==> src/rtl/core/pairwise_color_force_accumulator_defines.svh <==
// ----------------------------------------------------------------------------
// Pairwise color force accumulator assertion macros
// Shared concurrent assertion forms used by the block's top level.
// ----------------------------------------------------------------------------
`ifndef PAIRWISE_COLOR_FORCE_ACCUMULATOR_DEFINES_SVH
`define PAIRWISE_COLOR_FORCE_ACCUMULATOR_DEFINES_SVH

// The consequent must hold in the same cycle as the antecedent.
`define PCFA_ASSERT_NOW(lbl, rst_n, ante, cons, msg) \
    lbl: assert property (@(posedge i_clk) disable iff (!rst_n) (ante) |-> (cons)) \
        else $error(msg);

// The consequent must hold in the cycle after the antecedent.
`define PCFA_ASSERT_NEXT(lbl, rst_n, ante, cons, msg) \
    lbl: assert property (@(posedge i_clk) disable iff (!rst_n) (ante) |=> (cons)) \
        else $error(msg);

`endif

==> src/rtl/core/pcfa_pkg.sv <==
// ----------------------------------------------------------------------------
// Pairwise color force accumulator package
// Types, constants and helper functions shared by the block's modules.
// ----------------------------------------------------------------------------
package pcfa_pkg;

    localparam int COLORS     = 8;
    localparam int COLOR_W    = 3;
    localparam int TAB_DEPTH  = COLORS * COLORS;
    localparam int TAB_AW     = $clog2(TAB_DEPTH);

    localparam int FIFO_DEPTH = 2;
    localparam int FIFO_AW    = $clog2(FIFO_DEPTH);
    localparam int FIFO_CW    = $clog2(FIFO_DEPTH + 1);

    localparam int DIV_STEPS  = 32;
    localparam int DIV_CNT_W  = 6;
    localparam int SQRT_STEPS = 32;

    localparam int CFG_IDX_W  = 2;
    localparam int CFG_DATA_W = 31;

    localparam logic [CFG_IDX_W-1:0] CFG_BOX_HALF  = 2'd0;
    localparam logic [CFG_IDX_W-1:0] CFG_RADIUS    = 2'd1;
    localparam logic [CFG_IDX_W-1:0] CFG_RATIO     = 2'd2;
    localparam logic [CFG_IDX_W-1:0] CFG_TIMESTEP  = 2'd3;

    localparam logic [30:0] RST_BOX_HALF = 31'd6553600;
    localparam logic [30:0] RST_RADIUS   = 31'd655360;
    localparam logic [15:0] RST_RATIO    = 16'd19661;
    localparam logic [30:0] RST_TIMESTEP = 31'd1092;

    // Item classes decided by the front end.
    localparam logic [1:0] CL_WRITE = 2'd0;
    localparam logic [1:0] CL_SKIP  = 2'd1;
    localparam logic [1:0] CL_PAIR  = 2'd2;

    typedef struct packed {
        logic                    kind;
        logic signed [31:0]      self_x;
        logic signed [31:0]      self_y;
        logic [COLOR_W-1:0]      self_color;
        logic signed [31:0]      other_x;
        logic signed [31:0]      other_y;
        logic [COLOR_W-1:0]      other_color;
        logic                    same_particle;
        logic                    last;
        logic signed [15:0]      matrix_value;
    } t_in;

    typedef struct packed {
        logic signed [47:0] force_x;
        logic signed [47:0] force_y;
    } t_out;

    typedef struct packed {
        logic [30:0] box_half_size;
        logic [30:0] interaction_radius;
        logic [15:0] repulsion_ratio;
        logic [30:0] timestep;
    } t_cfg;

    typedef struct packed {
        logic [1:0]          cls;
        logic signed [32:0]  dx;
        logic signed [32:0]  dy;
        logic [COLOR_W-1:0]  self_color;
        logic [COLOR_W-1:0]  other_color;
        logic                last;
        logic signed [15:0]  matrix_value;
    } t_entry;

    typedef struct packed {
        logic pop;
        logic out_load;
    } t_bk_stat;

    function automatic logic color_ok(input logic [COLOR_W-1:0] c);
        return 32'(c) < COLORS;
    endfunction

    function automatic logic [TAB_AW-1:0] tab_addr(input logic [COLOR_W-1:0] row,
                                                   input logic [COLOR_W-1:0] col);
        return TAB_AW'(row) * TAB_AW'(COLORS) + TAB_AW'(col);
    endfunction

    // Saturating add of a signed term into a 48 bit sum.
    function automatic logic signed [47:0] sat_add48(input logic signed [47:0] s,
                                                    input logic signed [52:0] t);
        logic signed [53:0] w;
        w = 54'(s) + 54'(t);
        if (w > 54'sh7FFF_FFFF_FFFF) begin
            return 48'sh7FFF_FFFF_FFFF;
        end else if (w < -54'sh8000_0000_0000) begin
            return 48'sh8000_0000_0000;
        end else begin
            return w[47:0];
        end
    endfunction

endpackage

==> src/rtl/core/pcfa_fifo.sv <==
// ----------------------------------------------------------------------------
// Pairwise color force accumulator queue
// Short queue of classified items between the front and back ends.
// ----------------------------------------------------------------------------
module pcfa_fifo (
    input  logic              i_clk,
    input  logic              i_rst_n,
    input  logic              i_push,
    input  pcfa_pkg::t_entry  i_data,
    input  logic              i_pop,
    output pcfa_pkg::t_entry  o_head,
    output logic              o_full,
    output logic              o_empty
);

    pcfa_pkg::t_entry                r_mem [pcfa_pkg::FIFO_DEPTH];
    logic [pcfa_pkg::FIFO_AW-1:0]    r_wp;
    logic [pcfa_pkg::FIFO_AW-1:0]    r_rp;
    logic [pcfa_pkg::FIFO_CW-1:0]    r_cnt;
    logic [pcfa_pkg::FIFO_CW-1:0]    n_cnt;

    assign o_full  = r_cnt == pcfa_pkg::FIFO_CW'(pcfa_pkg::FIFO_DEPTH);
    assign o_empty = r_cnt == '0;
    assign o_head  = r_mem[r_rp];

    always_comb begin
        n_cnt = r_cnt;
        case ({i_push, i_pop})
            2'b10:   n_cnt = r_cnt + 1'b1;
            2'b01:   n_cnt = r_cnt - 1'b1;
            default: n_cnt = r_cnt;
        endcase
    end

    always_ff @(posedge i_clk) begin
        if (!i_rst_n) begin
            r_wp  <= '0;
            r_rp  <= '0;
            r_cnt <= '0;
        end else begin
            r_cnt <= n_cnt;
            if (i_push) begin
                r_wp <= (32'(r_wp) == pcfa_pkg::FIFO_DEPTH - 1) ? '0 : r_wp + 1'b1;
            end
            if (i_pop) begin
                r_rp <= (32'(r_rp) == pcfa_pkg::FIFO_DEPTH - 1) ? '0 : r_rp + 1'b1;
            end
        end
    end

    always_ff @(posedge i_clk) begin
        if (i_push) begin
            r_mem[r_wp] <= i_data;
        end
    end

endmodule

==> config.mk <==
export PLATFORM = sky130hd
export DESIGN_NAME = pcfa_fifo
export DESIGN_NICKNAME = d
export VERILOG_FILES = /design/src/rtl/core/pairwise_color_force_accumulator_defines.svh /design/src/rtl/core/pcfa_pkg.sv /design/src/rtl/core/pcfa_fifo.sv
export SDC_FILE = /design/constraint.sdc
export NUM_CORES = 1
export LEC_CHECK = 0
export BUFFER_PORTS_ARGS = -buffer_cell sky130_fd_sc_hd__buf_4
export CORE_ASPECT_RATIO = 1.2
export CORE_MARGIN = 2
export CORE_UTILIZATION = 52
export CTS_CLUSTER_SIZE = 28
export DETAILED_ROUTE_END_ITERATION = 12
export PLACE_DENSITY = 0.91
export SETUP_SLACK_MARGIN = 0.4
export SYNTH_ARGS = -nofsm -noshare
export SYNTH_HDL_FRONTEND = slang
export SYNTH_SLANG_ARGS = --single-unit
==> constraint.sdc <==
create_clock -name i_clk -period 5.43 [get_ports i_clk]
set_input_delay 0.543 -clock i_clk [delete_from_list [all_inputs] [get_ports i_clk]]
set_output_delay 0.543 -clock i_clk [all_outputs]
set_load 0.03 [all_outputs]
==> summary.md <==
| Metric | Value |
|---|---|
| # DRC | `0` |
| Clock buffer depth | `2` |
| Leakage | `about 3.3 nW` |
| Clock root cell | `clkbuf_16` |
| Count leader, synth | `edfxtp_1` |
| GRT Util Overall | `between 10% and 20%` |
| Final hold vios | `0` |
| Outcome | `complete, no violations` |
| Crit Path Category | `reg -> out` |
| Fin crit share | `50.7%` |
| Clock Sinks | `187` |
| Yosys warnings | `0` |
| Area Growth Syn to Fin | `31.9%` |
| Slew @ Worst Pin | `~1.2 ns` |
| Synth top cells by count | `edfxtp_1 (182), mux2_2 (91), buf_2 (10)` |
| CP cell instances | `mux2_2 > buf_4` |
| CP endpoint kind | `output pin` |
| Synth top area share | `80.9%` |
| Distinct cells, synth | `16` |
| Die area | `13900 um^2` |
| PwrDens | `roughly 380 nW/um^2` |
| CTS clk-pin slew, worst paths | `0.07 ns` |
| CP max-delay cell | `dfxtp_4` |
| Initial Utilization | `53.3%` |
| Post-DRT Antenna Nets | `0` |
| NumNets Final | `598` |
| Seq/Total Area, Yosys | `82.4%` |
| Worst stage delay on the critical path | `1.13 ns` |
| Peak VDD IR | `0.265 mV` |
| Syn_area_per_cell | `approximately 22 um^2` |
| Post-cts hold buffer count | `0` |
| HP Class | `in -> reg` |
| CP arrival | `2.21 ns` |
| Cell area after synthesis | `6760 um^2` |
| Synth Register Bits | `~190` |
| Max-slew violation count | `0` |
| Largest net degree at the start of global routing | `between 90 and 100` |
| Initial antenna violation count | `0` |
| Final RePlAce weighted congestion | `approximately 0.69` |
| CP max FO | `91` |
| Worst-Skew Late Latency | `around 0.41 ns` |
| Slew headroom | `17.2%` |
| Cells after synthesis | `305` |
| Vias in the first global route | `about 3.6k` |
| CP required | `between 4 and 5 ns` |
| Clock skew | `roughly 0.0078 ns` |
| Startpoint types | `flop` |
| Routed len/inst | `18.3 um` |
| Post-Route WL | `12.4 mm` |
| Post-Place Cell Area | `8340 um^2` |
| Fmax | `363 MHz` |
| Aggregate global routing overflow | `0` |
| Pre-antenna DRT Iters | `4` |
| Final HPWL DP | `8.10 mm` |
| Post-CTS setup repair buffer count | `0` |
| # rows | `45` |
| CTS H-tree lvls | `4` |
| Buf/Inv on CP | `1` |
| Post-Layout Inst Area | `roughly 9000 um^2` |
| Finish-stage setup viols | `0` |
| EDFF count, synth | `182` |
| Core area | `12700 um^2` |
| Worst hold slack | `0.310 ns` |
| Synth top area cells | `edfxtp_1 (81%), mux2_2 (15%), dfxtp_1 (1.5%)` |
| TritonCTS clock tree | `built` |
| Vert. Die Dim | `129 um` |
| First-pass GRT wire length | `18.2 mm` |
| CP top delay family | `flip-flops` |
| Max cap viols | `0` |
| Antenna cells | `0` |
| Vias per cell | `5.08` |
| Buffers on Ports | `around 190` |
| Yosys top cell by area | `edfxtp_1` |
| PostCTS Resize Cnt | `0` |
| RSZ-0062 raised after global routing | `false` |
| Via count | `3451` |
| Layout cells sized above 1 | `60.6%` |
| Syn_nets | `around 400` |
| CTS buffer count | `17` |
| Chip Width | `108 um` |
| IO Pins | `188` |
| Share of synthesized flip-flops with an asynchronous set or reset | `0%` |
| 1st-iter DRT viols | `between 100 and 150` |
| Setup TNS | `0 ns` |
| Fin crit period | `2.75 ns` |
| Top_reg_cell synth | `edfxtp_1` |
==> power breakdown <==
| part | total [W] | internal, W | switching, W |
|---|---|---|---|
| Sequential | 0.00171 | 0.00167 | 0.0000442 |
| Combinational | 0.000466 | 0.000209 | 0.000257 |
| Clock | 0.00118 | 0.000681 | 0.000504 |
==> cell usage in the layout, fill, tap and decap left out <==
master and n:
and2_4 1, clkinv_1 2, and2b_2 1, xor2_1 1, inv_6 4, nor2b_1 1, edfxtp_1 182, dfxtp_1 4
nor2_4 1, xnor2_1 2, dfxtp_4 1, clkbuf_16 17, nor2_1 1, ha_1 1, o21ai_0 1, or3_1 1
a21boi_1 1, o21a_1 1, bufinv_16 2, clkbuf_1 1, inv_1 1, buf_4 188, clkinv_2 3, clkinv_4 3
and2_1 3, mux2_2 91
==> flip-flops by register name, summed over array words and instances (netlist names), named ones only <==
register	flops
r_cnt	2
r_mem	182
r_rp	1
r_wp	1
==> layer usage <==
metal / GRT usage [%] / vias to the layer above / share of wire, % / wire length, um
met1: 19.6 / 1692 / 37 / 4570
met2: 31.6 / 138 / 54 / 6740
met3: 6.43 / 16 / 7.1 / 882
met4: 6.49 / 0 / 1.7 / 214
li1: - / 1605 / - / -
met5: 0 / - / 0 / 0
==> metrics by stage <==
stage | setup WS, ns | total power, W | instances | utilization, %
after detailed placement | 2.83 | 0.00221 | 647 | 65.8
final | 2.68 | 0.00336 | 679 | 70.3
after global routing | 2.56 | 0.00347 | 679 | 70.3
after CTS | 2.63 | 0.00339 | 679 | 70.3
after global placement | 2.87 | 0.00219 | 647 | 65.8
after floorplan | 0.439 | 0.00201 | 305 | -
==> final cells by class <==
type	count	area (um^2)
clock inverters	14	144
inverters	1	3.75
fillers	797	3760
flip-flops and latches	187	5570
repair buffers	188	1410
clock buffers	18	429
well taps	164	205
multi-input cells	107	1150
==> path summary, 6_finish.rpt <==
check             startpoint            to  slack, ns  cells past startpoint
setup / recovery        flop    o_head[53]       2.68                      2
hold / removal    i_data[21]  r_mem[0][21]       0.31                      1
setup reg to reg        r_wp  r_mem[0][49]       3.23                      2
hold reg to reg     r_cnt[1]      r_cnt[1]       0.57                      2
==> kinds of logic (layout without fill, tap and decap cells) <==
group / Yosys count / after routing / synth area share [%]
AOI/OAI and AO/OA: 3 / 3 / 0.296
xor gates and xnor gates: 3 / 3 / 0.389
buffers and inverters: 11 / 221 / 0.796
adders and majority gates: 1 / 1 / 0.185
muxes: 91 / 91 / 15.2
DFF: 187 / 187 / 82.4
and+or+nand+nor: 9 / 9 / 0.796
Power figures use the tool's default switching activity.
