$ cat config.mk
export PLATFORM = sky130hd
export DESIGN_NAME = pcfa_front
export DESIGN_NICKNAME = d
export VERILOG_FILES = /design/src/rtl/core/pairwise_color_force_accumulator_defines.svh /design/src/rtl/core/pcfa_pkg.sv /design/src/rtl/core/pcfa_front.sv
export SDC_FILE = /design/constraint.sdc
export NUM_CORES = 1
export LEC_CHECK = 0
export BUFFER_PORTS_ARGS = -buffer_cell sky130_fd_sc_hd__buf_2
export CAP_MARGIN = 20
export CORE_ASPECT_RATIO = 2
export CORE_MARGIN = 4
export CORE_UTILIZATION = 51
export DETAILED_ROUTE_END_ITERATION = 16
export HOLD_SLACK_MARGIN = 0.03
export PLACE_DENSITY = 0.82
export SYNTH_ARGS = -nofsm -noshare
export SYNTH_HDL_FRONTEND = slang
export SYNTH_SLANG_ARGS = --single-unit
$ cat constraint.sdc
create_clock -name i_clk -period 9.4 [get_ports i_clk]
set_input_delay 2.82 -clock i_clk [delete_from_list [all_inputs] [get_ports i_clk]]
set_output_delay 2.82 -clock i_clk [all_outputs]
set_load 0.01 [all_outputs]
$ cat src/rtl/core/pairwise_color_force_accumulator_defines.svh
// ----------------------------------------------------------------------------
// Pairwise color force accumulator assertion macros
// Shared concurrent assertion forms used by the block's top level.
// ----------------------------------------------------------------------------
`ifndef PAIRWISE_COLOR_FORCE_ACCUMULATOR_DEFINES_SVH
`define PAIRWISE_COLOR_FORCE_ACCUMULATOR_DEFINES_SVH

// The consequent must hold in the same cycle as the antecedent.
`define PCFA_ASSERT_NOW(lbl, rst_n, ante, cons, msg) \
    lbl: assert property (@(posedge i_clk) disable iff (!rst_n) (ante) |-> (cons)) \
        else $error(msg);

// The consequent must hold in the cycle after the antecedent.
`define PCFA_ASSERT_NEXT(lbl, rst_n, ante, cons, msg) \
    lbl: assert property (@(posedge i_clk) disable iff (!rst_n) (ante) |=> (cons)) \
        else $error(msg);

`endif

$ cat src/rtl/core/pcfa_pkg.sv
// ----------------------------------------------------------------------------
// Pairwise color force accumulator package
// Types, constants and helper functions shared by the block's modules.
// ----------------------------------------------------------------------------
package pcfa_pkg;

    localparam int COLORS     = 8;
    localparam int COLOR_W    = 3;
    localparam int TAB_DEPTH  = COLORS * COLORS;
    localparam int TAB_AW     = $clog2(TAB_DEPTH);

    localparam int FIFO_DEPTH = 2;
    localparam int FIFO_AW    = $clog2(FIFO_DEPTH);
    localparam int FIFO_CW    = $clog2(FIFO_DEPTH + 1);

    localparam int DIV_STEPS  = 32;
    localparam int DIV_CNT_W  = 6;
    localparam int SQRT_STEPS = 32;

    localparam int CFG_IDX_W  = 2;
    localparam int CFG_DATA_W = 31;

    localparam logic [CFG_IDX_W-1:0] CFG_BOX_HALF  = 2'd0;
    localparam logic [CFG_IDX_W-1:0] CFG_RADIUS    = 2'd1;
    localparam logic [CFG_IDX_W-1:0] CFG_RATIO     = 2'd2;
    localparam logic [CFG_IDX_W-1:0] CFG_TIMESTEP  = 2'd3;

    localparam logic [30:0] RST_BOX_HALF = 31'd6553600;
    localparam logic [30:0] RST_RADIUS   = 31'd655360;
    localparam logic [15:0] RST_RATIO    = 16'd19661;
    localparam logic [30:0] RST_TIMESTEP = 31'd1092;

    // Item classes decided by the front end.
    localparam logic [1:0] CL_WRITE = 2'd0;
    localparam logic [1:0] CL_SKIP  = 2'd1;
    localparam logic [1:0] CL_PAIR  = 2'd2;

    typedef struct packed {
        logic                    kind;
        logic signed [31:0]      self_x;
        logic signed [31:0]      self_y;
        logic [COLOR_W-1:0]      self_color;
        logic signed [31:0]      other_x;
        logic signed [31:0]      other_y;
        logic [COLOR_W-1:0]      other_color;
        logic                    same_particle;
        logic                    last;
        logic signed [15:0]      matrix_value;
    } t_in;

    typedef struct packed {
        logic signed [47:0] force_x;
        logic signed [47:0] force_y;
    } t_out;

    typedef struct packed {
        logic [30:0] box_half_size;
        logic [30:0] interaction_radius;
        logic [15:0] repulsion_ratio;
        logic [30:0] timestep;
    } t_cfg;

    typedef struct packed {
        logic [1:0]          cls;
        logic signed [32:0]  dx;
        logic signed [32:0]  dy;
        logic [COLOR_W-1:0]  self_color;
        logic [COLOR_W-1:0]  other_color;
        logic                last;
        logic signed [15:0]  matrix_value;
    } t_entry;

    typedef struct packed {
        logic pop;
        logic out_load;
    } t_bk_stat;

    function automatic logic color_ok(input logic [COLOR_W-1:0] c);
        return 32'(c) < COLORS;
    endfunction

    function automatic logic [TAB_AW-1:0] tab_addr(input logic [COLOR_W-1:0] row,
                                                   input logic [COLOR_W-1:0] col);
        return TAB_AW'(row) * TAB_AW'(COLORS) + TAB_AW'(col);
    endfunction

    // Saturating add of a signed term into a 48 bit sum.
    function automatic logic signed [47:0] sat_add48(input logic signed [47:0] s,
                                                    input logic signed [52:0] t);
        logic signed [53:0] w;
        w = 54'(s) + 54'(t);
        if (w > 54'sh7FFF_FFFF_FFFF) begin
            return 48'sh7FFF_FFFF_FFFF;
        end else if (w < -54'sh8000_0000_0000) begin
            return 48'sh8000_0000_0000;
        end else begin
            return w[47:0];
        end
    endfunction

endpackage

$ cat src/rtl/core/pcfa_front.sv
// ----------------------------------------------------------------------------
// Pairwise color force accumulator front end
// Accepts input beats, classifies them and forms the raw position offsets.
// ----------------------------------------------------------------------------
module pcfa_front (
    input  logic              i_clk,
    input  logic              i_rst_n,
    input  logic              i_in_valid,
    output logic              o_in_stall,
    input  pcfa_pkg::t_in     i_in_data,
    input  logic              i_fifo_full,
    output logic              o_push,
    output pcfa_pkg::t_entry  o_ent
);

    logic              r_valid;
    logic              n_valid;
    pcfa_pkg::t_entry  r_ent;
    pcfa_pkg::t_entry  w_ent;
    logic              w_accept;

    always_comb begin
        w_ent.dx           = 33'(i_in_data.other_x) - 33'(i_in_data.self_x);
        w_ent.dy           = 33'(i_in_data.other_y) - 33'(i_in_data.self_y);
        w_ent.self_color   = i_in_data.self_color;
        w_ent.other_color  = i_in_data.other_color;
        w_ent.last         = i_in_data.last;
        w_ent.matrix_value = i_in_data.matrix_value;
        if (!i_in_data.kind) begin
            w_ent.cls = pcfa_pkg::CL_WRITE;
        end else if (i_in_data.same_particle) begin
            w_ent.cls = pcfa_pkg::CL_SKIP;
        end else begin
            w_ent.cls = pcfa_pkg::CL_PAIR;
        end
    end

    assign o_in_stall = r_valid && i_fifo_full;
    assign o_push     = r_valid && !i_fifo_full;
    assign w_accept   = i_in_valid && !o_in_stall;
    assign o_ent      = r_ent;

    always_comb begin
        n_valid = r_valid;
        if (w_accept) begin
            n_valid = 1'b1;
        end else if (o_push) begin
            n_valid = 1'b0;
        end
    end

    always_ff @(posedge i_clk) begin
        if (!i_rst_n) begin
            r_valid <= 1'b0;
        end else begin
            r_valid <= n_valid;
        end
    end

    always_ff @(posedge i_clk) begin
        if (w_accept) begin
            r_ent <= w_ent;
        end
    end

endmodule

==> results of run 1 <==
how the worst min path moves through the flow:
stage                         startpoint                   end
finish              r_valid$_SDFFE_PN0P_  r_valid$_SDFFE_PN0P_
global route        r_valid$_SDFFE_PN0P_  r_valid$_SDFFE_PN0P_
CTS                 r_valid$_SDFFE_PN0P_  r_valid$_SDFFE_PN0P_
global placement    r_valid$_SDFFE_PN0P_  r_valid$_SDFFE_PN0P_
floorplan           r_valid$_SDFFE_PN0P_  r_valid$_SDFFE_PN0P_
detailed placement  r_valid$_SDFFE_PN0P_  r_valid$_SDFFE_PN0P_
layout by cell type (no fill, tap or decap), types with 3 or more instances in the layout:
master	synthesis	final
a211o_1	4	4
a211oi_1	4	4
a21o_1	28	28
a21oi_1	68	68
and2_1	4	4
and3_1	3	3
buf_2	3	249
clkbuf_16	0	9
edfxtp_1	91	91
ha_1	64	64
inv_1	83	83
inv_6	0	3
nand2_1	53	53
nand2b_1	11	11
nand3_1	15	15
nand4_1	10	10
nor2_1	37	37
nor2b_1	7	6
nor3_1	9	9
o2111ai_1	3	3
o211ai_1	7	7
o21a_1	13	13
o21ai_0	24	24
o21ai_2	4	4
o21bai_1	11	11
o31ai_1	4	4
or2_2	3	3
xnor2_1	32	32
xor2_1	24	24
final cells by class:
cell class,instances,area [µm²]
Fill cell,1099,4620
Multi-Input combinational cell,485,3550
Sequential cell,92,2750
Timing Repair Buffer,251,1260
Inverter,83,312
Clock buffer,9,225
Tap cell,152,190
Clock inverter,7,80.1
worst reg2reg max path: stages, from the launching register on:
cell,delay [ns]
dfxtp_1,0.30
and2_1,0.17
nor2b_4,0.11
buf_4,0.49
buf_4,0.66
cells in the mapped netlist, drive strengths merged, types with 8 or more instances:
library cell  count
xor2             24
ha               64
a21oi            71
o21ai            30
edfxtp           91
nand2b           11
nor3              9
nand3            15
nand2            53
nand4            10
o21a             13
inv              83
nor2             37
o211ai            8
xnor2            32
clkbuf            9
a21o             29
o21bai           11
layer usage:
layer / global-route usage / routed length (µm) / vias to the layer above
met1: 0.201 / 5760 / 2708
met5: 0 / 11 / -
met3: 0.0446 / 1140 / 54
li1: - / - / 2930
met4: 0.110 / 749 / 2
met2: 0.447 / 10200 / 258
sequential cells by signal, indices dropped and copies added (netlist names):
name     count
o_ent       91
r_valid      1
cell families (layout without fill, tap and decap cells):
family | after synthesis | count (layout) | synth area share
AOI/OAI and AO/OA | 203 | 203 | 0.216
DFF | 92 | 92 | 0.409
xor gates and xnor gates | 56 | 56 | 0.0729
buffers and inverters | 102 | 350 | 0.0642
and+or+nand+nor | 160 | 160 | 0.113
adders and majority gates | 66 | 66 | 0.125
power breakdown:
group	internal [µW]	switching [µW]	total [µW]	leakage, µW
registers	516	11.9	528	0.000890
logic	168	229	397	0.00300
clock network	211	165	376	0.000149
total	894	407	1300	0.00404
per-stage QoR:
stage | cells | power, µW | hold WS [ns]
2_1_floorplan | 679 | 802 | 0.631
3_5_place_dp | 1063 | 931 | 0.659
5_1_grt | 1079 | 1370 | 0.718
4_1_cts | 1079 | 1310 | 0.677
6_report | 1079 | 1300 | 0.668
3_3_place_gp | 1063 | 923 | 0.644
==> flow_summary.toml, run 1 <==
[synth]
ys_seq_elements = 92
syn_area_per_cell_um2 = 9.91
ys_seq_area_frac = 0.409
syn_inst = 679
synth_ff_type = "edfxtp_1"
synth_nets = 902
synth_enable_flop_cells = 91
synth_warnings = 0
async_reset_ff_frac = 0
synth_top_area_frac = 0.406
synth.cell_area_um2 = 6730
yosys.area.top_type = "edfxtp_1"
ys_top_cells_by_area = "edfxtp_1 41%, ha_1 12%, a21oi_1 5.1%"
yosysUniqueCellTypes = 69

[sta]
drv_slew = 0
rsz0062_at_grt = "false"
setup_slack_ns = 3.32
skew_ns = 0.0139
slew-limit-headroom = 0.475
hold_viol = 0
worstMarginPinSlew_ns = 0.780
fin_crit_ns = 6.08
setup_viol = 0
fin_crit_sh = 0.647
tns_ns = 0
clock.fmax_ghz = 0.164

[place]
placed_cell_area_um2 = 8070
hpwl_mm = 14.5
globalplace.congestion = 0.941
post-place-ws_ns = 3.31
portBuffers = 249

[setup_path]
worst_setup_path_end_kind = "output port"
cp_data_required_time_ns = 6.58
crit_slowest_cell = "and2_1"
crit_family = "buffers and inverters"
crit_path_start = "i_fifo_full"
r2r_cells = 4
critPathArrivalTime_ns = 3.26
cp.depth = 3
crit_chain = "buf_2, and2_1, buf_2"
path_buf_inv = 2
endpoint = "o_in_stall"
reg2reg_slack_ns = 7.29
critPathMaxStageDelay_ns = 0.19
startpoint_type = "input port"
worstSetupPathType = "input port to output port"
cp_max_fo = 3
crit_top_cell = "buf_2"
regToRegEndpoint = "o_ent[11]$_DFFE_PP_"
r2r-start = "r_valid$_SDFFE_PN0P_"

[clocking]
post_cts_resized = 0
cts-root-buf = "clkbuf_16"
path_clk_slew_ns = 0.06
numCtsBuffers = 9
htreeDepth = 3
postCtsHoldBufs = 0
post_cts.repair.setup_buffers = 0
worstSkewPairLatency_ns = 0.34
cts_num_sinks = 92
cts_tree = "built"
cts_buffer_depth = 2

[routing]
ant_nets = 0
drt_iter0_markers = 216
route.detailed.drc = 0
firstDrtPassIters = 5
wire_per_inst_um = 16.5
totalWireLength_mm = 17.8
vias = 5952
viasPerCell = 5.52

[pwr]
powerDensity_nw_per_um2 = 155
p_leak_uw = 0.00404
ir_drop_uv = 124

[finish]
finish.utilization = 0.644
nets = 1145
drive_gt1_frac = 0.317
syn2layout_area_growth_pct = 24.4
antenna_cells = 0
fin_area_um2 = 8370

[min_path]
hp-class = "register to register"
hold_depth = 2

[floorplan]
core.rowCount = 59
ioPinCount = 250
initial_core_util = 0.518
die_h_um = 170
die_x_um = 89.2
die-area_um2 = 15200
core_area_um2 = 13000

[global_route]
grt_overflow = 0
grtUsageTotal = 0.225
grt_max_degree = 49
grt_pass1_wl_mm = 26.6
grt_pass1_vias = 5849
antenna_found_initial = 1

[job]
maxCapViolations = 0

[outcome]
status = "finished, final reports clean"
No activity file was read; power rests on OpenSTA's default activity.
==> run 2, diff against run 1 <==
==> constraint.sdc (replaced) <==
create_clock -name i_clk -period 5.6 [get_ports i_clk]
set_input_delay 1.68 -clock i_clk [delete_from_list [all_inputs] [get_ports i_clk]]
set_output_delay 1.68 -clock i_clk [all_outputs]
set_load 0.01 [all_outputs]
==> flow_summary.toml, run 2 (same netlist as run 1, synthesis figures left out) <==
[outcome]
status = "finished, final reports clean"

[global_route]
antenna_found_initial = 1
grtUsageTotal = 0.226
grt_overflow = 0
grt_pass1_wl_mm = 26.8
grt_max_degree = 60
grt_pass1_vias = 5852

[clocking]
worstSkewPairLatency_ns = 0.35
path_clk_slew_ns = 0.07
postCtsHoldBufs = 0
numCtsBuffers = 9
post_cts.repair.setup_buffers = 0
htreeDepth = 3
post_cts_resized = 0
cts_tree = "built"
cts_buffer_depth = 2
cts_num_sinks = 92
cts-root-buf = "clkbuf_16"

[sta]
fin_crit_ns = 3.81
setup_viol = 0
tns_ns = 0
slew-limit-headroom = 0.358
clock.fmax_ghz = 0.262
rsz0062_at_grt = "false"
skew_ns = 0.00670
worstMarginPinSlew_ns = 0.961
fin_crit_sh = 0.681
hold_viol = 0
drv_slew = 0

[routing]
totalWireLength_mm = 17.8
wire_per_inst_um = 16.5
firstDrtPassIters = 5
ant_nets = 0
viasPerCell = 5.50
drt_iter0_markers = 253
route.detailed.drc = 0
vias = 5934

[place]
dp_cells = 1062
portBuffers = 249
globalplace.congestion = 1.02
hpwl_mm = 14.5

[finish]
drive_gt1_frac = 0.316
fin_cells = 1078
nets = 1144
final_cell_mix = "249 x buf_2, 91 x edfxtp_1, 83 x inv_1"
antenna_cells = 0
final_common_cell = "buf_2"
largest_reg_flops = 91
syn2layout_area_growth_pct = 24.5

[floorplan]
initial_core_util = 0.518
die-area_um2 = 15200
core_area_um2 = 13000
core.rowCount = 59
ioPinCount = 250
die_x_um = 89.2
die_h_um = 170

[setup_path]
r2r-start = "r_valid$_SDFFE_PN0P_"
crit_chain = "buf_2, and2_1, buf_2"
worst_setup_path_end_kind = "output port"
crit_slowest_cell = "and2_1"
r2r_cells = 3
crit_top_cell = "buf_2"
critPathMaxStageDelay_ns = 0.19
reg2reg_slack_ns = 3.59
cp_data_required_time_ns = 3.92
worstSetupPathType = "input port to output port"
startpoint_type = "input port"
crit_family = "buffers and inverters"
regToRegEndpoint = "o_ent[43]$_DFFE_PP_"
cp_max_fo = 3
path_buf_inv = 2
critPathArrivalTime_ns = 2.13

[job]
maxCapViolations = 0

[pwr]
ir_drop_uv = 239
powerDensity_nw_per_um2 = 260
p_total_uw = 2170
p_leak_uw = 0.00404

[min_path]
hold_depth = 2
hold_path_end = "r_valid$_SDFFE_PN0P_"
hp-class = "register to register"
hold_start = "r_valid$_SDFFE_PN0P_"
## run 2: cell count changes in the layout (fill, tap and decap cells not counted), sizes merged
cell | previous run | this run
inv | 87 | 86
clkinv | 1 | 4
buf | 251 | 250
clkinvlp | 1 | 0
bufinv | 1 | 0
## run 2: report_power, final
part	internal, µW	switching [µW]
clock network	319	302
logic	282	385
registers	866	20.6
## run 2: metal layers
metal  track usage  routed length, µm  vias up
met3        0.0388               1100       51
met5             0                  8        -
li1              -                  -     2925
met4         0.104                738        2
met1         0.220               5860     2726
met2         0.437              10000      230
## run 2: tightest hold or removal path, cell delays in order, from the launching register on
cell,delay (ns)
dfxtp_1,0.32
and2_1,0.20
o21a_1,0.12
## run 2: worst max path at each step
stage | slack [ns] | endpoint | start | depth (start not counted)
6_report | 1.79 | o_in_stall | i_fifo_full | 3
5_1_grt | 1.74 | o_ent[86]$_DFFE_PP_ | i_in_data[53] | 11
4_1_cts | 1.78 | o_in_stall | i_fifo_full | 3
3_5_place_dp | 1.54 | o_ent[55]$_DFFE_PP_ | i_in_data[21] | 11
3_3_place_gp | 1.57 | o_ent[55]$_DFFE_PP_ | i_in_data[21] | 11
2_1_floorplan | 0.89 | o_ent[0]$_DFFE_PP_ | i_fifo_full | 2
## run 2: final cells by class
cell class,instances,area (µm²)
fillers,1098,4610
clock buffers,9,225
flip-flops and latches,92,2750
inverters,83,312
repair buffers,250,1270
multi-input cells,485,3550
well taps,152,190
clock inverters,7,81.3
## run 2: through the flow
| stage | area (µm²) | worst slack [ns] | utilization | hold WS, ns |
|---|---|---|---|---|
| floorplan | 6730 | 0.891 | - | 0.648 |
| global placement | 8070 | 1.57 | 0.621 | 0.647 |
| detailed placement | 8070 | 1.54 | 0.621 | 0.673 |
| CTS | 8380 | 1.78 | 0.645 | 0.690 |
| global route | 8380 | 1.74 | 0.645 | 0.727 |
| finish | 8380 | 1.79 | 0.645 | 0.675 |
